===== src/sv/mscdt_pkg.sv =====
package mscdt_pkg;

  localparam int NUM_SLOTS_DEF = 16;
  localparam int TICK_STEP = 1;

  localparam logic [1:0] FUNC_START = 2'd0;
  localparam logic [1:0] FUNC_STOP  = 2'd1;
  localparam logic [1:0] FUNC_TICK  = 2'd2;

  localparam logic [1:0] KIND_START     = 2'd0;
  localparam logic [1:0] KIND_STOP      = 2'd1;
  localparam logic [1:0] KIND_EXPIRY    = 2'd2;
  localparam logic [1:0] KIND_TICK_DONE = 2'd3;

  typedef struct packed {
    logic [1:0]  func;
    logic [3:0]  slot;
    logic [31:0] period;
    logic        one_shot;
  } in_item_t;

  typedef struct packed {
    logic [1:0] kind;
    logic [3:0] slot_id;
    logic       status;
    logic       last;
  } out_item_t;

  // Commands from the controller to the datapath.
  typedef struct packed {
    logic do_op;
    logic cnt_clr;
    logic cnt_inc;
    logic mem_rd;
    logic tick_commit;
    logic emit_done;
  } ctl_cmd_t;

  // Status from the datapath to the controller.
  typedef struct packed {
    logic out_free;
    logic cur_armed;
    logic cnt_last;
    logic expire;
  } dp_stat_t;

endpackage


===== src/sv/mscdt_ctrl.sv =====
module mscdt_ctrl (
  input  logic                 clk,
  input  logic                 rst,
  input  logic                 in_valid,
  input  logic [1:0]           in_func,
  input  mscdt_pkg::dp_stat_t  stat,
  output logic                 in_stall,
  output mscdt_pkg::ctl_cmd_t  cmd
);

  localparam logic [1:0] S_IDLE = 2'd0;
  localparam logic [1:0] S_READ = 2'd1;
  localparam logic [1:0] S_EVAL = 2'd2;
  localparam logic [1:0] S_DONE = 2'd3;

  logic [1:0] state;
  logic [1:0] state_next;
  logic       accept;

  assign in_stall = !((state == S_IDLE) && stat.out_free);
  assign accept   = in_valid && !in_stall;

  always_comb begin
    state_next = state;
    cmd        = '0;
    case (state)
      S_IDLE: begin
        if (accept) begin
          cmd.do_op = 1'b1;
          if (in_func == mscdt_pkg::FUNC_TICK) begin
            cmd.cnt_clr = 1'b1;
            state_next  = S_READ;
          end
        end
      end
      S_READ: begin
        // Unarmed slots are skipped without a memory read.
        if (stat.cur_armed) begin
          cmd.mem_rd = 1'b1;
          state_next = S_EVAL;
        end else if (stat.cnt_last) begin
          state_next = S_DONE;
        end else begin
          cmd.cnt_inc = 1'b1;
        end
      end
      S_EVAL: begin
        if (!stat.expire || stat.out_free) begin
          cmd.tick_commit = 1'b1;
          if (stat.cnt_last) begin
            state_next = S_DONE;
          end else begin
            cmd.cnt_inc = 1'b1;
            state_next  = S_READ;
          end
        end
      end
      S_DONE: begin
        if (stat.out_free) begin
          cmd.emit_done = 1'b1;
          state_next    = S_IDLE;
        end
      end
      default: begin
        state_next = S_IDLE;
      end
    endcase
  end

  always_ff @(posedge clk) begin
    if (rst) begin
      state <= S_IDLE;
    end else begin
      state <= state_next;
    end
  end

endmodule


===== src/sv/mscdt_dp.sv =====
module mscdt_dp #(
  parameter int NUM_SLOTS = mscdt_pkg::NUM_SLOTS_DEF
) (
  input  logic                 clk,
  input  logic                 rst,
  input  mscdt_pkg::in_item_t  in_data,
  input  mscdt_pkg::ctl_cmd_t  cmd,
  input  logic                 out_stall,
  output mscdt_pkg::dp_stat_t  stat,
  output logic                 out_valid,
  output mscdt_pkg::out_item_t out_data
);

  localparam int IDX_W = (NUM_SLOTS > 1) ? $clog2(NUM_SLOTS) : 1;
  localparam logic [31:0] STEP = 32'(mscdt_pkg::TICK_STEP);

  logic [IDX_W-1:0]     cnt;
  logic [NUM_SLOTS-1:0] armed;

  // Per-slot mode and period {single, reload}, and the running count.
  logic [32:0] cfg_mem [NUM_SLOTS];
  logic [31:0] rem_mem [NUM_SLOTS];
  logic [32:0] cfg_rd;
  logic [31:0] rem_rd;

  logic [IDX_W-1:0] in_idx;
  logic             in_ok;
  logic             is_start;
  logic             is_stop;
  logic             start_ok;
  logic             stop_ok;
  logic             expire;

  logic             rem_we;
  logic [IDX_W-1:0] rem_wa;
  logic [31:0]      rem_wd;

  logic                 load_out;
  mscdt_pkg::out_item_t out_next;

  assign in_idx   = IDX_W'(in_data.slot);
  assign in_ok    = 32'(in_data.slot) < NUM_SLOTS;
  assign is_start = cmd.do_op && (in_data.func == mscdt_pkg::FUNC_START);
  assign is_stop  = cmd.do_op && (in_data.func == mscdt_pkg::FUNC_STOP);
  assign start_ok = is_start && in_ok && (in_data.period != 32'd0);
  assign stop_ok  = is_stop && in_ok && armed[in_idx];
  assign expire   = rem_rd <= STEP;

  assign stat.out_free  = !out_valid || !out_stall;
  assign stat.cur_armed = armed[cnt];
  assign stat.cnt_last  = cnt == IDX_W'(NUM_SLOTS - 1);
  assign stat.expire    = expire;

  always_comb begin
    rem_we = 1'b0;
    rem_wa = cnt;
    rem_wd = rem_rd - STEP;
    if (start_ok) begin
      rem_we = 1'b1;
      rem_wa = in_idx;
      rem_wd = in_data.period;
    end else if (cmd.tick_commit) begin
      if (!expire) begin
        rem_we = 1'b1;
      end else if (!cfg_rd[32]) begin
        rem_we = 1'b1;
        rem_wd = cfg_rd[31:0];
      end
    end
  end

  always_ff @(posedge clk) begin
    if (start_ok) begin
      cfg_mem[in_idx] <= {in_data.one_shot, in_data.period};
    end
    if (rem_we) begin
      rem_mem[rem_wa] <= rem_wd;
    end
    if (cmd.mem_rd) begin
      cfg_rd <= cfg_mem[cnt];
      rem_rd <= rem_mem[cnt];
    end
  end

  always_ff @(posedge clk) begin
    if (rst) begin
      cnt   <= '0;
      armed <= '0;
    end else begin
      if (cmd.cnt_clr) begin
        cnt <= '0;
      end else if (cmd.cnt_inc) begin
        cnt <= cnt + 1'b1;
      end
      if (start_ok) begin
        armed[in_idx] <= 1'b1;
      end else if (stop_ok) begin
        armed[in_idx] <= 1'b0;
      end else if (cmd.tick_commit && expire && cfg_rd[32]) begin
        armed[cnt] <= 1'b0;
      end
    end
  end

  always_comb begin
    load_out = 1'b0;
    out_next = '0;
    if (is_start) begin
      load_out         = 1'b1;
      out_next.kind    = mscdt_pkg::KIND_START;
      out_next.slot_id = in_data.slot;
      out_next.status  = !start_ok;
      out_next.last    = 1'b1;
    end else if (is_stop) begin
      load_out         = 1'b1;
      out_next.kind    = mscdt_pkg::KIND_STOP;
      out_next.slot_id = in_data.slot;
      out_next.status  = !stop_ok;
      out_next.last    = 1'b1;
    end else if (cmd.tick_commit && expire) begin
      load_out         = 1'b1;
      out_next.kind    = mscdt_pkg::KIND_EXPIRY;
      out_next.slot_id = 4'(cnt);
    end else if (cmd.emit_done) begin
      load_out      = 1'b1;
      out_next.kind = mscdt_pkg::KIND_TICK_DONE;
      out_next.last = 1'b1;
    end
  end

  always_ff @(posedge clk) begin
    if (rst) begin
      out_valid <= 1'b0;
    end else if (load_out) begin
      out_valid <= 1'b1;
    end else if (!out_stall) begin
      out_valid <= 1'b0;
    end
  end

  always_ff @(posedge clk) begin
    if (load_out) begin
      out_data <= out_next;
    end
  end

  a_load_free: assert property (@(posedge clk) disable iff (rst)
    load_out |-> stat.out_free)
    else $error("result loaded over an untaken result");

  a_start_arms: assert property (@(posedge clk) disable iff (rst)
    start_ok |=> armed[$past(in_idx)])
    else $error("successful start did not arm its slot");

  a_one_op: assert property (@(posedge clk) disable iff (rst)
    $onehot0({cmd.do_op, cmd.tick_commit, cmd.emit_done}))
    else $error("operation and tick scan overlap");

endmodule


===== src/sv/multi_slot_countdown_timer_top.sv =====
// Bank of countdown timer slots. A start transfer loads a slot with a period
// and a one-shot or periodic mode and arms it; a zero period or a slot beyond
// the bank is refused with error status. A stop transfer disarms an armed
// slot and reports an error for an unarmed one. A tick transfer walks every
// slot in ascending order with one shared decrementer: an unarmed slot is
// skipped without a memory read and an armed slot takes a registered memory
// read, then the update. A tick ends with one tick-done result, takes no new
// transfer until then and waits while the output is stalled. Every slot that
// reaches zero gives an expiry result, then is disarmed (one-shot) or
// reloaded (periodic). Start and stop finish in the cycle they are taken,
// one result each.
module multi_slot_countdown_timer_top #(
  parameter int NUM_SLOTS = mscdt_pkg::NUM_SLOTS_DEF
) (
  input  logic                 clk,
  input  logic                 rst,
  input  logic                 in_valid,
  output logic                 in_stall,
  input  mscdt_pkg::in_item_t  in_data,
  output logic                 out_valid,
  input  logic                 out_stall,
  output mscdt_pkg::out_item_t out_data
);

  mscdt_pkg::ctl_cmd_t cmd;
  mscdt_pkg::dp_stat_t stat;

  // The controller sequences the tick scan and gates input transfers.
  mscdt_ctrl u_ctrl (
    .clk      (clk),
    .rst      (rst),
    .in_valid (in_valid),
    .in_func  (in_data.func),
    .stat     (stat),
    .in_stall (in_stall),
    .cmd      (cmd)
  );

  // The datapath holds the slot state, the scan counter and the output
  // register that decouples results from the input side.
  mscdt_dp #(
    .NUM_SLOTS (NUM_SLOTS)
  ) u_dp (
    .clk       (clk),
    .rst       (rst),
    .in_data   (in_data),
    .cmd       (cmd),
    .out_stall (out_stall),
    .stat      (stat),
    .out_valid (out_valid),
    .out_data  (out_data)
  );

endmodule

===== config.mk =====
export PLATFORM = sky130hd
export DESIGN_NAME = multi_slot_countdown_timer_top
export DESIGN_NICKNAME = d
export VERILOG_FILES = /design/src/sv/mscdt_pkg.sv /design/src/sv/mscdt_ctrl.sv /design/src/sv/mscdt_dp.sv /design/src/sv/multi_slot_countdown_timer_top.sv
export SDC_FILE = /design/constraint.sdc
export NUM_CORES = 1
export LEC_CHECK = 0
export ABC_AREA = 1
export BUFFER_PORTS_ARGS = -buffer_cell sky130_fd_sc_hd__buf_4
export CAP_MARGIN = 20
export CORE_MARGIN = 8
export CORE_UTILIZATION = 40
export DETAILED_ROUTE_END_ITERATION = 10
export PLACE_DENSITY = 0.53
export SLEW_MARGIN = 20
export SYNTH_ARGS = -nofsm -noshare
export SYNTH_HDL_FRONTEND = slang
export SYNTH_HIERARCHICAL = 1
export SYNTH_SLANG_ARGS = --single-unit
export TNS_END_PERCENT = 50

===== constraint.sdc =====
create_clock -name clk -period 4.95 [get_ports clk]
set_clock_uncertainty 0.1 [all_clocks]
set_input_delay 0.2475 -clock clk [delete_from_list [all_inputs] [get_ports clk]]
set_output_delay 0.2475 -clock clk [all_outputs]
set_load 0.02 [all_outputs]

==> impl_results.md <==
- Pin count of the biggest net entering global routing: roughly 200
- Max clock buf depth: 3
- Cts bufs inserted: 117
- M2 GR Usage: 0.3007
- Leakage power: between 15 and 20 nW
- Average instance area after synthesis: 12.26 um^2
- Ranking of synthesized cells by area: edfxtp_1 73%, o21ai_0 6.1%, nor2_1 5.3%, nand2_1 4.6%, o22ai_1 3.6%
- Layout Nets: just under 4000
- Vias in the first global route: 28298
- Asr flop ratio synth: 0
- Core box area: 114200 um^2
- Die Footprint: 126000 um^2
- Row count: about 120
- Setup tns final: 0 ps
- Synth cell types: 40
- Setup violators final: 0
- Antenna Cells: 0
- Critical path endpoint: u_dp/rem_mem[5][7]
- Placer Congestion: 0.8929
- CP max FO: 24
- Antenna Nets Post-Route: 0
- Worst VDD drop: 0.2944 mV
- Die Wd: roughly 350 um
- Simple logic cell fraction of the synthesized area: 0.1278
- Post-synthesis cell count: 3748
- Main combinational cell family by area after synthesis: simple AND/OR/NAND/NOR gates
- Switch share: 0.2930
- Synth warn: 6
- Flop pwr share: 0.448
- Required time worst endpoint: 5230 ps
- Critical-path cell list: inv_1 -> ha_1 -> nand3_2 -> inv_1 -> inv_1 -> nor3_2 -> inv_1 -> nor2_4 -> nand2_1 -> nand2_1 -> nand3_1 -> nor2_4 -> buf_4
- Sequential area share after synthesis: 0.7372
- Layout cell share with drive strength beyond 1: 0.09944
- Main synth FF type: edfxtp_1
- Clock slew at reported path FFs: ~60 ps
- Worst path depth: 13
- Synth Register Bits: 1136
- Met1 usage: 0.2809
- Clk pwr share: 0.358
- Top-area cell type share of the netlist area: 0.7272
- Post-synthesis cell area: 45960 um^2
- P&R area growth vs syn: 14.18%
- R2r setup slk: 1230 ps
- Starting DRT DRC Count: 3040
- Global-route wire length before repair: 186000 um
- Max cap viols: 0
- Most used cell, CP: inv_1
- Vias per std cell: ~5.5
- Worst setup path startpoint: u_ctrl/state[0]
- Crit Path Class: reg -> reg
- Max Fclk: 269.0 MHz
- Hold Path Class: in -> reg
- First-pass DRT Iterations: 6
- Wire per inst: 23.01 um
- Status: finished clean
- GR Overflow Total: 0
- Worst setup EP type: flop
- Switch Pwr: 7.313 mW
- Die H: approximately 350 um
- Root buf cell: clkbuf_16
- IO Pins: 53
- Critical path's top delay family: simple AND/OR/NAND/NOR gates
- PD cells: 475.6 nW/um^2
- Total power: approximately 25 mW
- Initial core utilization: 0.4025
- Port bufs: 52
- Post-synth EDFFs: 1113
- Worst r2r src: u_ctrl/state[0]
- Worst R2R Path Depth: 13
- Least-Margin Pin Slew: roughly 1100 ps
- Synthesized-area fraction occupied by adder cells: 0.002722
- Vias: 29696
- Post-Route WL: 124600 um
- Relative slew slack: 0.2408
- Latest clock arrival within the worst-skew pair: 710 ps
- CP bufs+invs: 5
- CTS tree: built
- Period utilization: 0.7511
- DR DRC count: 0
- Hold Fails Final Rpt: 0
- Met3 GRT Util: 0.02809
- Setup bufs post-CTS: 0
- Total clock sinks: 1136
- Detail Placement HPWL: a little over 70000 um
- R2r endpoint: u_dp/rem_mem[5][7]
- Cell internal pwr: 17.65 mW
- H-tree depth: 3
- Post-Synth XOR/XNOR Area: 0.003621
- FILL cells: ~10000
- Compound-Gate Fraction of Synth Area: 0.1004
- Initial antenna violation count: 3
- Fin crit period: 3718 ps
- Total GRT Usage: 0.1917
- Mux cell area share after synthesis: 0
- Grt peak-use layer: met2
- CP Data Arrival Time: roughly 4000 ps
- Hold buffer count at cts: 43
- Largest area contributor in the netlist: edfxtp_1
- Crit-path slowest cell: nor2_4
- # resized after CTS: 0
- Slew Limit Fails: 0
- Syn nets: about 3800
- CP peak stage delay: 730 ps
- Combinational Power Share: 0.193
- CP Launch Type: flop
- RSZ-0062 raised after global routing: false
[metal layers]
layer / vias up / part of all wire
met5: - / 0.000096
li1: 13707 / -
met4: 2 / 0.023
met1: 14896 / 0.46
met2: 898 / 0.46
met3: 193 / 0.058
[power groups by stage]
stage / Combinational (mW) / Sequential [mW] / Clock (mW)
detailed placement: 4.77 / 11.4 / 0
finish: 4.83 / 11.2 / 8.95
CTS: 4.82 / 11.2 / 9.13
global placement: 4.76 / 11.4 / 0
floorplan: 3.04 / 11.3 / 0
global route: 5.31 / 11.2 / 9.49
[how the worst min path moves through the flow]
| stage | from | to | slack [ps] | cells past startpoint |
|---|---|---|---|---|
| global placement | u_dp/armed[2] | u_dp/armed[2] | 430 | 2 |
| detailed placement | u_dp/armed[2] | u_dp/armed[2] | 440 | 2 |
| global route | in_data[33] | u_dp/armed[15] | 60 | 6 |
| CTS | in_data[33] | u_dp/armed[15] | 2 | 6 |
| finish | in_data[33] | u_dp/armed[15] | 60 | 6 |
| floorplan | in_data[1] | u_dp/cfg_mem[0][0] | 250 | 0 |
[flip-flops by register name (all words and copies together), names as in the netlist]
name            cells
u_dp/rem_rd        32
u_dp/armed         16
u_dp/cnt            4
u_ctrl/state        2
u_dp/rem_mem      512
u_dp/out_data       8
u_dp/out_valid      1
u_dp/cfg_mem      528
u_dp/cfg_rd        33
[cell families after synthesis]
group | Yosys count
adders and majority gates | 10
buffers and inverters | 310
AOI/OAI and AO/OA | 846
and+or+nand+nor | 1427
DFF | 1136
xor gates and xnor gates | 19
[synthesized netlist by cell type (2+ instances only)]
cell      instances
edfxtp_1       1113
nor2_1          651
nand2_1         559
o21ai_0         559
o22ai_1         263
clkbuf_1        161
inv_1            77
nand3_1          73
nand4_1          72
buf_2            52
nor2_2           31
dfxtp_1          23
or2_2            11
xnor2_1          11
buf_4            10
ha_1             10
o211ai_1         10
a21oi_1           8
xor2_1            8
nor3_1            7
nand2_2           5
nand3_2           4
nor2_4            4
clkinv_1          3
nand3b_1          3
buf_6             2
inv_2             2
nand2_4           2
o21ai_1           2
o21ai_4           2
[final cells by class]
class,count,area [um^2],share of cell area
Inverter,83,334.1,0.006366
Clock inverter,77,837.1,0.01595
Sequential cell,1136,33890,0.6458
Timing Repair Buffer,161,1419,0.02704
Clock buffer,143,3068,0.05846
Multi-Input combinational cell,2302,11040,0.2104
Tap cell,1512,1892,0.03605
[layout by cell type, fill, tap and decap left out, types with 3 or more instances in the layout]
cell | Yosys | final
nand4_1 | 72 | 72
edfxtp_1 | 1113 | 1113
inv_1 | 77 | 75
o211ai_1 | 10 | 10
clkbuf_16 | 0 | 119
buf_12 | 1 | 5
dfxtp_1 | 23 | 21
buf_4 | 10 | 111
bufinv_16 | 0 | 18
inv_6 | 0 | 3
xnor2_1 | 11 | 11
nand2_2 | 5 | 5
nand3b_1 | 3 | 3
nor2_2 | 31 | 30
nand2_1 | 559 | 559
nand3_1 | 73 | 73
clkbuf_1 | 161 | 24
nor3_1 | 7 | 7
ha_1 | 10 | 10
nor2_4 | 4 | 39
xor2_1 | 8 | 8
clkinv_2 | 0 | 21
clkinv_1 | 3 | 32
inv_4 | 1 | 3
o22ai_1 | 263 | 263
a21oi_1 | 8 | 8
nand3_2 | 4 | 4
dlygate4sd3_1 | 0 | 43
or2_2 | 11 | 11
o21ai_0 | 559 | 559
nor2_1 | 651 | 617
[metrics by stage]
step | cells | worst slack (ps) | utilization | hold slack, ps | cell area (um^2)
after global routing | 5414 | 964.9 | 0.4596 | 56.45 | 52480
final | 5414 | 1232 | 0.4596 | 63.02 | 52480
after floorplan | 3748 | 1295 | - | 246.4 | 45960
after global placement | 5147 | 1301 | 0.4208 | 434.6 | 48050
after CTS | 5413 | 1200 | 0.4594 | 1.808 | 52460
after detailed placement | 5150 | 1217 | 0.4214 | 442.3 | 48120
[worst reg2reg max path, delay by kind of cell (launching register included)]
family | cells | cell delay [ps]
and+or+nand+nor | 7 | 1950
adders and majority gates | 1 | 240
DFF | 1 | 360
buffers and inverters | 5 | 780
Power figures use the tool's default switching activity.
